<file path="config.mk">
export PLATFORM = sky130hd
export DESIGN_NAME = integer_gcd_lcm_top
export DESIGN_NICKNAME = d
export VERILOG_FILES = /design/src/rtl/igl_pkg.sv /design/src/rtl/integer_gcd_lcm_top.sv /design/src/rtl/igl_divider.sv
export VERILOG_INCLUDE_DIRS = /design/src /design/src/rtl
export SDC_FILE = /design/constraint.sdc
export NUM_CORES = 2
export LEC_CHECK = 0
export ABC_AREA = 0
export BUFFER_PORTS_ARGS = -buffer_cell sky130_fd_sc_hd__buf_4
export CORE_MARGIN = 2
export CORE_UTILIZATION = 30
export DETAILED_ROUTE_END_ITERATION = 10
export PLACE_DENSITY = 0.43
export SKIP_LAST_GASP = 1
export SLEW_MARGIN = 20
export SYNTH_ARGS = -nofsm -noshare
export SYNTH_HDL_FRONTEND = slang
export SYNTH_SLANG_ARGS = --single-unit
</file>
<file path="constraint.sdc">
create_clock -name clock -period 22.2 [get_ports clock]
set_input_delay 1.11 -clock clock [delete_from_list [all_inputs] [get_ports clock]]
set_output_delay 1.11 -clock clock [all_outputs]
set_load 0.03 [all_outputs]
</file>
<file path="src/rtl/integer_gcd_lcm_top_macros.svh">
// ----------------------------------------------------------------------------
// Integer GCD/LCM assertion macros
// Shared assertion forms for the GCD/LCM block, clocked on clock and
// disabled during reset.
// ----------------------------------------------------------------------------
`ifndef INTEGER_GCD_LCM_TOP_MACROS_SVH
`define INTEGER_GCD_LCM_TOP_MACROS_SVH

// The consequent must hold in the same cycle as the antecedent.
`define IGL_ASSERT_NOW(label, ante, cons, msg) \
   label: assert property (@(posedge clock) disable iff (reset) (ante) |-> (cons)) \
      else $error(msg);

// The consequent must hold in the cycle after the antecedent.
`define IGL_ASSERT_NEXT(label, ante, cons, msg) \
   label: assert property (@(posedge clock) disable iff (reset) (ante) |=> (cons)) \
      else $error(msg);

`endif

</file>
<file path="src/rtl/igl_pkg.sv">
// ----------------------------------------------------------------------------
// Integer GCD/LCM package
// Word widths, result status codes and shared helpers for the GCD/LCM block.
// ----------------------------------------------------------------------------
package igl_pkg;

   localparam int WIDTH = 32;
   localparam int CNT_W = $clog2(WIDTH);

   typedef logic [WIDTH-1:0]   word_type;
   typedef logic [2*WIDTH-1:0] dword_type;
   typedef logic [CNT_W-1:0]   count_type;

   localparam word_type SIGN_BIT = {1'b1, {(WIDTH-1){1'b0}}};

   typedef enum logic [1:0] {
      STATUS_OK        = 2'd0,
      STATUS_OVERFLOW  = 2'd1,
      STATUS_BOTH_ZERO = 2'd2
   } status_type;

   // Magnitude of a two's complement word; the most negative value maps to SIGN_BIT.
   function automatic word_type magnitude_of(input word_type value);
      return value[WIDTH-1] ? word_type'(~value + 1'b1) : value;
   endfunction

endpackage

</file>
<file path="src/rtl/integer_gcd_lcm_top.sv">
// Both operands zero skips the Euclid steps and goes straight to the finish state.
// One item at a time; every division runs bit-serially on the shared divider.
// A finished result waits in the output register while the next item is taken.
// Reset is synchronous and active high and clears the sequencer and result valid.
// ----------------------------------------------------------------------------
// Integer GCD/LCM top level
// Euclid GCD of the operand magnitudes and the signed LCM with overflow
// detection, sequenced over a shared iterative divider.
// ----------------------------------------------------------------------------
`include "integer_gcd_lcm_top_macros.svh"

module integer_gcd_lcm_top
   import igl_pkg::*;
(
   input  logic                    clock,
   input  logic                    reset,
   input  logic                    req_valid,
   output logic                    req_ready,
   input  logic signed [WIDTH-1:0] req_first_operand,
   input  logic signed [WIDTH-1:0] req_second_operand,
   output logic                    rsp_valid,
   input  logic                    rsp_ready,
   output logic        [WIDTH-1:0] rsp_divisor_result,
   output logic signed [WIDTH-1:0] rsp_multiple_result,
   output logic        [1:0]       rsp_status
);

   typedef enum logic [2:0] {
      S_IDLE,
      S_EUCLID,
      S_REM_WAIT,
      S_QUO_WAIT,
      S_MUL,
      S_CHECK,
      S_FINISH
   } state_type;

   state_type  state_ff, state_in;
   word_type   ma_ff, ma_in;
   word_type   mb_ff, mb_in;
   word_type   x_ff, x_in;
   word_type   y_ff, y_in;
   logic       neg_ff, neg_in;
   dword_type  prod_ff, prod_in;
   word_type   gcd_ff, gcd_in;
   word_type   lcm_ff, lcm_in;
   status_type stat_ff, stat_in;
   logic       rsp_valid_ff, rsp_valid_in;
   word_type   rsp_gcd_ff, rsp_gcd_in;
   word_type   rsp_lcm_ff, rsp_lcm_in;
   status_type rsp_stat_ff, rsp_stat_in;

   logic     div_start;
   word_type div_dividend;
   word_type div_divisor;
   logic     div_done;
   word_type div_quotient;
   word_type div_remainder;
   word_type mag_a;
   word_type mag_b;
   word_type limit;

   igl_divider u_divider (
      .clock     (clock),
      .reset     (reset),
      .start     (div_start),
      .dividend  (div_dividend),
      .divisor   (div_divisor),
      .done      (div_done),
      .quotient  (div_quotient),
      .remainder (div_remainder)
   );

   always_comb begin
      mag_a        = magnitude_of(word_type'(req_first_operand));
      mag_b        = magnitude_of(word_type'(req_second_operand));
      limit        = neg_ff ? SIGN_BIT : SIGN_BIT - 1'b1;
      state_in     = state_ff;
      ma_in        = ma_ff;
      mb_in        = mb_ff;
      x_in         = x_ff;
      y_in         = y_ff;
      neg_in       = neg_ff;
      prod_in      = prod_ff;
      gcd_in       = gcd_ff;
      lcm_in       = lcm_ff;
      stat_in      = stat_ff;
      rsp_valid_in = rsp_valid_ff && !rsp_ready;
      rsp_gcd_in   = rsp_gcd_ff;
      rsp_lcm_in   = rsp_lcm_ff;
      rsp_stat_in  = rsp_stat_ff;
      div_start    = 1'b0;
      div_dividend = x_ff;
      div_divisor  = y_ff;
      unique case (state_ff)
         S_IDLE: begin
            if (req_valid) begin
               ma_in  = mag_a;
               mb_in  = mag_b;
               x_in   = mag_a;
               y_in   = mag_b;
               neg_in = req_first_operand[WIDTH-1] ^ req_second_operand[WIDTH-1];
               if (mag_a == '0 && mag_b == '0) begin
                  gcd_in   = '0;
                  lcm_in   = '0;
                  stat_in  = STATUS_BOTH_ZERO;
                  state_in = S_FINISH;
               end else begin
                  state_in = S_EUCLID;
               end
            end
         end
         S_EUCLID: begin
            if (y_ff == '0) begin
               gcd_in = x_ff;
               if (ma_ff == '0 || mb_ff == '0) begin
                  lcm_in   = '0;
                  stat_in  = STATUS_OK;
                  state_in = S_FINISH;
               end else begin
                  div_start    = 1'b1;
                  div_dividend = ma_ff;
                  div_divisor  = x_ff;
                  state_in     = S_QUO_WAIT;
               end
            end else begin
               div_start = 1'b1;
               state_in  = S_REM_WAIT;
            end
         end
         S_REM_WAIT: begin
            if (div_done) begin
               x_in     = y_ff;
               y_in     = div_remainder;
               state_in = S_EUCLID;
            end
         end
         S_QUO_WAIT: begin
            if (div_done) begin
               x_in     = div_quotient;
               state_in = S_MUL;
            end
         end
         S_MUL: begin
            prod_in  = dword_type'(x_ff) * dword_type'(mb_ff);
            state_in = S_CHECK;
         end
         S_CHECK: begin
            if (prod_ff > dword_type'(limit)) begin
               lcm_in  = '0;
               stat_in = STATUS_OVERFLOW;
            end else begin
               lcm_in  = neg_ff ? word_type'(~prod_ff[WIDTH-1:0] + 1'b1) : prod_ff[WIDTH-1:0];
               stat_in = STATUS_OK;
            end
            state_in = S_FINISH;
         end
         S_FINISH: begin
            if (!rsp_valid_ff || rsp_ready) begin
               rsp_valid_in = 1'b1;
               rsp_gcd_in   = gcd_ff;
               rsp_lcm_in   = lcm_ff;
               rsp_stat_in  = stat_ff;
               state_in     = S_IDLE;
            end
         end
         default: begin
            state_in = S_IDLE;
         end
      endcase
   end

   always_ff @(posedge clock) begin
      if (reset) begin
         state_ff     <= S_IDLE;
         rsp_valid_ff <= 1'b0;
      end else begin
         state_ff     <= state_in;
         rsp_valid_ff <= rsp_valid_in;
      end
      ma_ff       <= ma_in;
      mb_ff       <= mb_in;
      x_ff        <= x_in;
      y_ff        <= y_in;
      neg_ff      <= neg_in;
      prod_ff     <= prod_in;
      gcd_ff      <= gcd_in;
      lcm_ff      <= lcm_in;
      stat_ff     <= stat_in;
      rsp_gcd_ff  <= rsp_gcd_in;
      rsp_lcm_ff  <= rsp_lcm_in;
      rsp_stat_ff <= rsp_stat_in;
   end

   assign req_ready           = (state_ff == S_IDLE);
   assign rsp_valid           = rsp_valid_ff;
   assign rsp_divisor_result  = rsp_gcd_ff;
   assign rsp_multiple_result = rsp_lcm_ff;
   assign rsp_status          = rsp_stat_ff;

   `IGL_ASSERT_NOW(a_done_in_wait, div_done, state_ff == S_REM_WAIT || state_ff == S_QUO_WAIT, "Divider finished outside a wait state.")
   `IGL_ASSERT_NOW(a_overflow_zero, rsp_valid_ff && rsp_stat_ff == STATUS_OVERFLOW, rsp_lcm_ff == '0, "Overflow item carries a nonzero multiple.")
   `IGL_ASSERT_NOW(a_both_zero_gcd, rsp_valid_ff && rsp_stat_ff == STATUS_BOTH_ZERO, rsp_gcd_ff == '0 && rsp_lcm_ff == '0, "Both-zero item carries nonzero results.")

endmodule

</file>
<file path="src/rtl/igl_divider.sv">
// ----------------------------------------------------------------------------
// Integer GCD/LCM iterative divider
// Restoring unsigned divider that resolves one quotient bit per cycle and
// is shared by the remainder steps and the final quotient.
// ----------------------------------------------------------------------------
`include "integer_gcd_lcm_top_macros.svh"

module igl_divider
   import igl_pkg::*;
(
   input  logic     clock,
   input  logic     reset,
   input  logic     start,
   input  word_type dividend,
   input  word_type divisor,
   output logic     done,
   output word_type quotient,
   output word_type remainder
);

   word_type  rem_ff, rem_in;
   word_type  quo_ff, quo_in;
   word_type  dsr_ff, dsr_in;
   count_type cnt_ff, cnt_in;
   logic      busy_ff, busy_in;
   logic      done_ff, done_in;

   logic [WIDTH:0] shifted;
   logic           fits;

   always_comb begin
      shifted = {rem_ff, quo_ff[WIDTH-1]};
      fits    = shifted >= {1'b0, dsr_ff};
      rem_in  = rem_ff;
      quo_in  = quo_ff;
      dsr_in  = dsr_ff;
      cnt_in  = cnt_ff;
      busy_in = busy_ff;
      done_in = 1'b0;
      if (start) begin
         rem_in  = '0;
         quo_in  = dividend;
         dsr_in  = divisor;
         cnt_in  = '0;
         busy_in = 1'b1;
      end else if (busy_ff) begin
         rem_in = fits ? word_type'(shifted - {1'b0, dsr_ff}) : shifted[WIDTH-1:0];
         quo_in = {quo_ff[WIDTH-2:0], fits};
         cnt_in = cnt_ff + 1'b1;
         if (cnt_ff == count_type'(WIDTH - 1)) begin
            busy_in = 1'b0;
            done_in = 1'b1;
         end
      end
   end

   always_ff @(posedge clock) begin
      if (reset) begin
         busy_ff <= 1'b0;
         done_ff <= 1'b0;
      end else begin
         busy_ff <= busy_in;
         done_ff <= done_in;
      end
      rem_ff <= rem_in;
      quo_ff <= quo_in;
      dsr_ff <= dsr_in;
      cnt_ff <= cnt_in;
   end

   assign done      = done_ff;
   assign quotient  = quo_ff;
   assign remainder = rem_ff;

   `IGL_ASSERT_NOW(a_start_when_idle, start, !busy_ff, "Divider started while busy.")
   `IGL_ASSERT_NEXT(a_start_goes_busy, start, busy_ff && !done_ff, "Divider did not start.")
   `IGL_ASSERT_NOW(a_rem_below_divisor, done_ff, rem_ff < dsr_ff, "Remainder not below divisor.")

endmodule
</file>
==> out/qor.yml <==
sta:
  hold_viol: 0
  rsz0062_at_grt: "false"
  max_freq_ghz: 0.116
  relSlewSlack_pct: 21.6
  setup_violations: 0
  fin_skew_ns: 0.0665
  min_period_ns: 8.61
  worst_pin_slew_ns: 1.17
  fin_tns_setup_ns: 0
  post-route-period-util_pct: 38.8
  drv_slew: 0
floorplan:
  core_area_sq_um: 178000
  core.rowCount: 155
  fp.dieW_microns: 428
  die_y_microns: 428
  initial_utilization_pct: 30.2
  ios: 136
  die_area_sq_um: 183000
clock_tree:
  cts_max_level: 2
  cts_tree: "yes"
  path_clk_slew_ns: 0.06
  clkSinkCount: 432
  clkLatencyLatePin_ns: 0.72
  cts_resized: 0
  cts_buffer_depth: 3
  numCtsBuffers: 54
  cts_setup_buffers: 0
  hold_buffers: 0
  root_buffer: "clkbuf_16"
run:
  max-cap-violations: 0
finish:
  drive_above_1_share_pct: 6.62
  fin_util_pct: 33.3
  area_growth_pct: 10.3
  finalNetCount: 6704
  n_fill_cell: 18400
global_route:
  grt_max_degree: 69
  grt_pass1_vias: 41800
  gr-usage-all-layers_pct: 20.3
  antenna_found_initial: 13
  overflow: 0
  grt_pass1_wl_microns: 277000
routing:
  vias: 38400
  dr.pass1.iters: 5
  drc: 0
  routedWlPerCell_microns: 23.2
  drt-initial-drc-count: 2461
  routed_wl_microns: 181000
  ant_nets: 0
  avgViaCountPerCell: 4.91
placement:
  port_buffers: 135
  gp_congestion: 0.845
  place_hpwl_microns: 135000
yosys:
  ys_warn_count: 0
  async_flop_share_pct: 0
  syn_inst: 5409
  syn-cell-area_sq_um: 53900
  synth_edf_count: 389
  seq_area_frac_synth_pct: 23.3
  synth_nets: 6706
  syn_area_per_cell_sq_um: 9.96
  netlist-cell-type-count: 74
  ys.flop_type: "edfxtp_1"
  synth-seq-cells: 432
critical_path:
  rr_endpoint: "prod_ff[63]$_DFFE_PP_"
  crit_path_start_kind: "register"
  reg2reg_slack_ns: 13.59
  crit_arrival_ns: 9.01
  critPathCapture: "prod_ff[63]$_DFFE_PP_"
  end_kind: "register"
  r2r-start: "mb_ff[16]$_DFFE_PP_"
  crit_type: "reg -> reg"
  startpoint: "mb_ff[16]$_DFFE_PP_"
  reg2reg_depth: 25
  crit_fanout: 21
  worst_ep_required_time_ns: 22.60
outcome:
  status: "completed"
worst_hold_path:
  hold_path_class: "reg -> reg"
[worst min-delay path by stage]
stage / slack, ns / cells after the start / endpoint / startpoint
after floorplan: 0.40 / 0 / rsp_divisor_result[0]$_DFFE_PP_ / gcd_ff[0]$_SDFFCE_PN0P_
after global placement: 0.40 / 0 / rsp_multiple_result[3]$_DFFE_PP_ / lcm_ff[3]$_SDFFCE_PN0P_
after detailed placement: 0.40 / 0 / rsp_multiple_result[13]$_DFFE_PP_ / lcm_ff[13]$_SDFFCE_PN0P_
after CTS: 0.42 / 0 / rsp_multiple_result[13]$_DFFE_PP_ / lcm_ff[13]$_SDFFCE_PN0P_
after global routing: 0.42 / 0 / rsp_divisor_result[1]$_DFFE_PP_ / gcd_ff[1]$_SDFFCE_PN0P_
final: 0.42 / 0 / rsp_multiple_result[13]$_DFFE_PP_ / lcm_ff[13]$_SDFFCE_PN0P_
[synth_stat cells, types with 4 or more instances]
cell	n	area share (%)
inv_1	942	6.6
fa_1	897	33
and2_1	593	6.9
nand2_1	547	3.8
edfxtp_1	389	22
ha_1	332	7.7
clkbuf_1	286	2.0
a21oi_1	226	2.1
nor2_1	202	1.4
o21ai_0	109	1.0
xnor2_1	93	1.5
a21o_1	91	1.3
xor2_1	85	1.4
nor4_1	54	0.63
mux2i_1	50	0.93
and3_1	49	0.57
dfxtp_1	43	1.6
nand4_1	41	0.48
o22ai_1	36	0.42
o31ai_1	31	0.43
nor3_1	27	0.25
a31oi_1	21	0.24
nand3_1	21	0.20
or3_1	20	0.23
or4_1	17	0.24
nand2b_1	15	0.17
nor2b_1	15	0.17
o211ai_1	15	0.21
o21a_1	15	0.21
o21bai_1	14	0.20
o41ai_1	14	0.23
a211oi_1	11	0.15
a41oi_1	9	0.15
mux2_2	8	0.17
or2_2	8	0.093
nand3b_1	6	0.084
o31a_1	6	0.098
and4_1	5	0.081
nor3b_1	5	0.070
buf_1	4	0.028
o311ai_0	4	0.065
[critical path, stage by stage (launching register included)]
cell and delay (ns):
edfxtp_1 0.82, buf_4 0.42, and2_1 0.19, fa_1 0.44, fa_1 0.52, inv_1 0.05, fa_1 0.47, fa_1 0.52
inv_1 0.06, fa_1 0.56, fa_1 0.44, fa_1 0.49, inv_1 0.05, fa_1 0.49, inv_1 0.05, ha_1 0.42
nand2_1 0.10, or3_1 0.40, nor4_1 0.33, a21oi_1 0.18, o31ai_1 0.26, buf_4 0.20, a21oi_1 0.18, o311ai_0 0.39
a21oi_1 0.14, xnor2_1 0.13
[routing by layer]
metal  track usage (%)  part of all wire [%]
met2              34.4                    48
met4              4.73                   2.6
met1              27.4                    45
met3              2.77                   5.0
met5                 0                 0.012
[through the flow]
step / std cells / area [sq um] / setup WS, ns / hold WS (ns)
after detailed placement: 7706 / 57600 / 13.65 / 0.405
after CTS: 7805 / 59400 / 13.61 / 0.418
after floorplan: 5409 / 53900 / 14.68 / 0.400
after global placement: 7706 / 57600 / 13.81 / 0.404
after global routing: 7805 / 59400 / 13.12 / 0.422
final: 7807 / 59400 / 13.59 / 0.416
[kinds of logic after synthesis]
| family | after synthesis | synth area share (%) |
|---|---|---|
| mux | 58 | 1.10 |
| fa+ha+maj | 1229 | 41.0 |
| flops | 432 | 23.3 |
| simple gates | 1639 | 15.7 |
| xor+xnor | 178 | 2.89 |
| buf+inv | 1237 | 8.64 |
| compound gates | 636 | 7.38 |
[layout by cell type, fill, tap and decap left out, types with 15 or more instances in the layout]
cell / Yosys / final
a21o_1: 91 / 91
a21oi_1: 226 / 226
a31oi_1: 21 / 21
and2_1: 593 / 593
and3_1: 49 / 48
buf_4: 0 / 236
clkbuf_16: 0 / 54
dfxtp_1: 43 / 41
edfxtp_1: 389 / 389
fa_1: 897 / 897
ha_1: 332 / 332
inv_1: 942 / 940
mux2i_1: 50 / 50
nand2_1: 547 / 547
nand2b_1: 15 / 15
nand3_1: 21 / 21
nand4_1: 41 / 41
nor2_1: 202 / 198
nor3_1: 27 / 25
nor4_1: 54 / 54
o211ai_1: 15 / 15
o21a_1: 15 / 15
o21ai_0: 109 / 108
o22ai_1: 36 / 35
o31ai_1: 31 / 31
or3_1: 20 / 19
or4_1: 17 / 17
xnor2_1: 93 / 92
xor2_1: 85 / 85
[state kept, by name, indices dropped and copies added, names as in the netlist, 3 cells and up]
signal and flops:
state_ff 3, prod_ff 64, u_divider.remainder 32, mb_ff 32, y_ff 32, u_divider.quotient 32, u_divider.cnt_ff 5, gcd_ff 32
lcm_ff 32, ma_ff 32, rsp_divisor_result 32, x_ff 32, rsp_multiple_result 32, u_divider.dsr_ff 32
[area by class of cell]
type / count / area, sq um / share of cell area [%]
Multi-Input combinational cell: 3740 / 36800 / 61.9
Sequential cell: 432 / 12500 / 21.1
Inverter: 943 / 3540 / 5.96
Tap cell: 2355 / 2950 / 4.96
Timing Repair Buffer: 236 / 1770 / 2.98
Clock buffer: 67 / 1410 / 2.37
Clock inverter: 32 / 419 / 0.706
Antenna cell: 2 / 5.00 / 0.00843
Power is left out: the tool's default activity adds up to more than one toggle a clock period on the data nets, which glitch-free logic cannot reach.
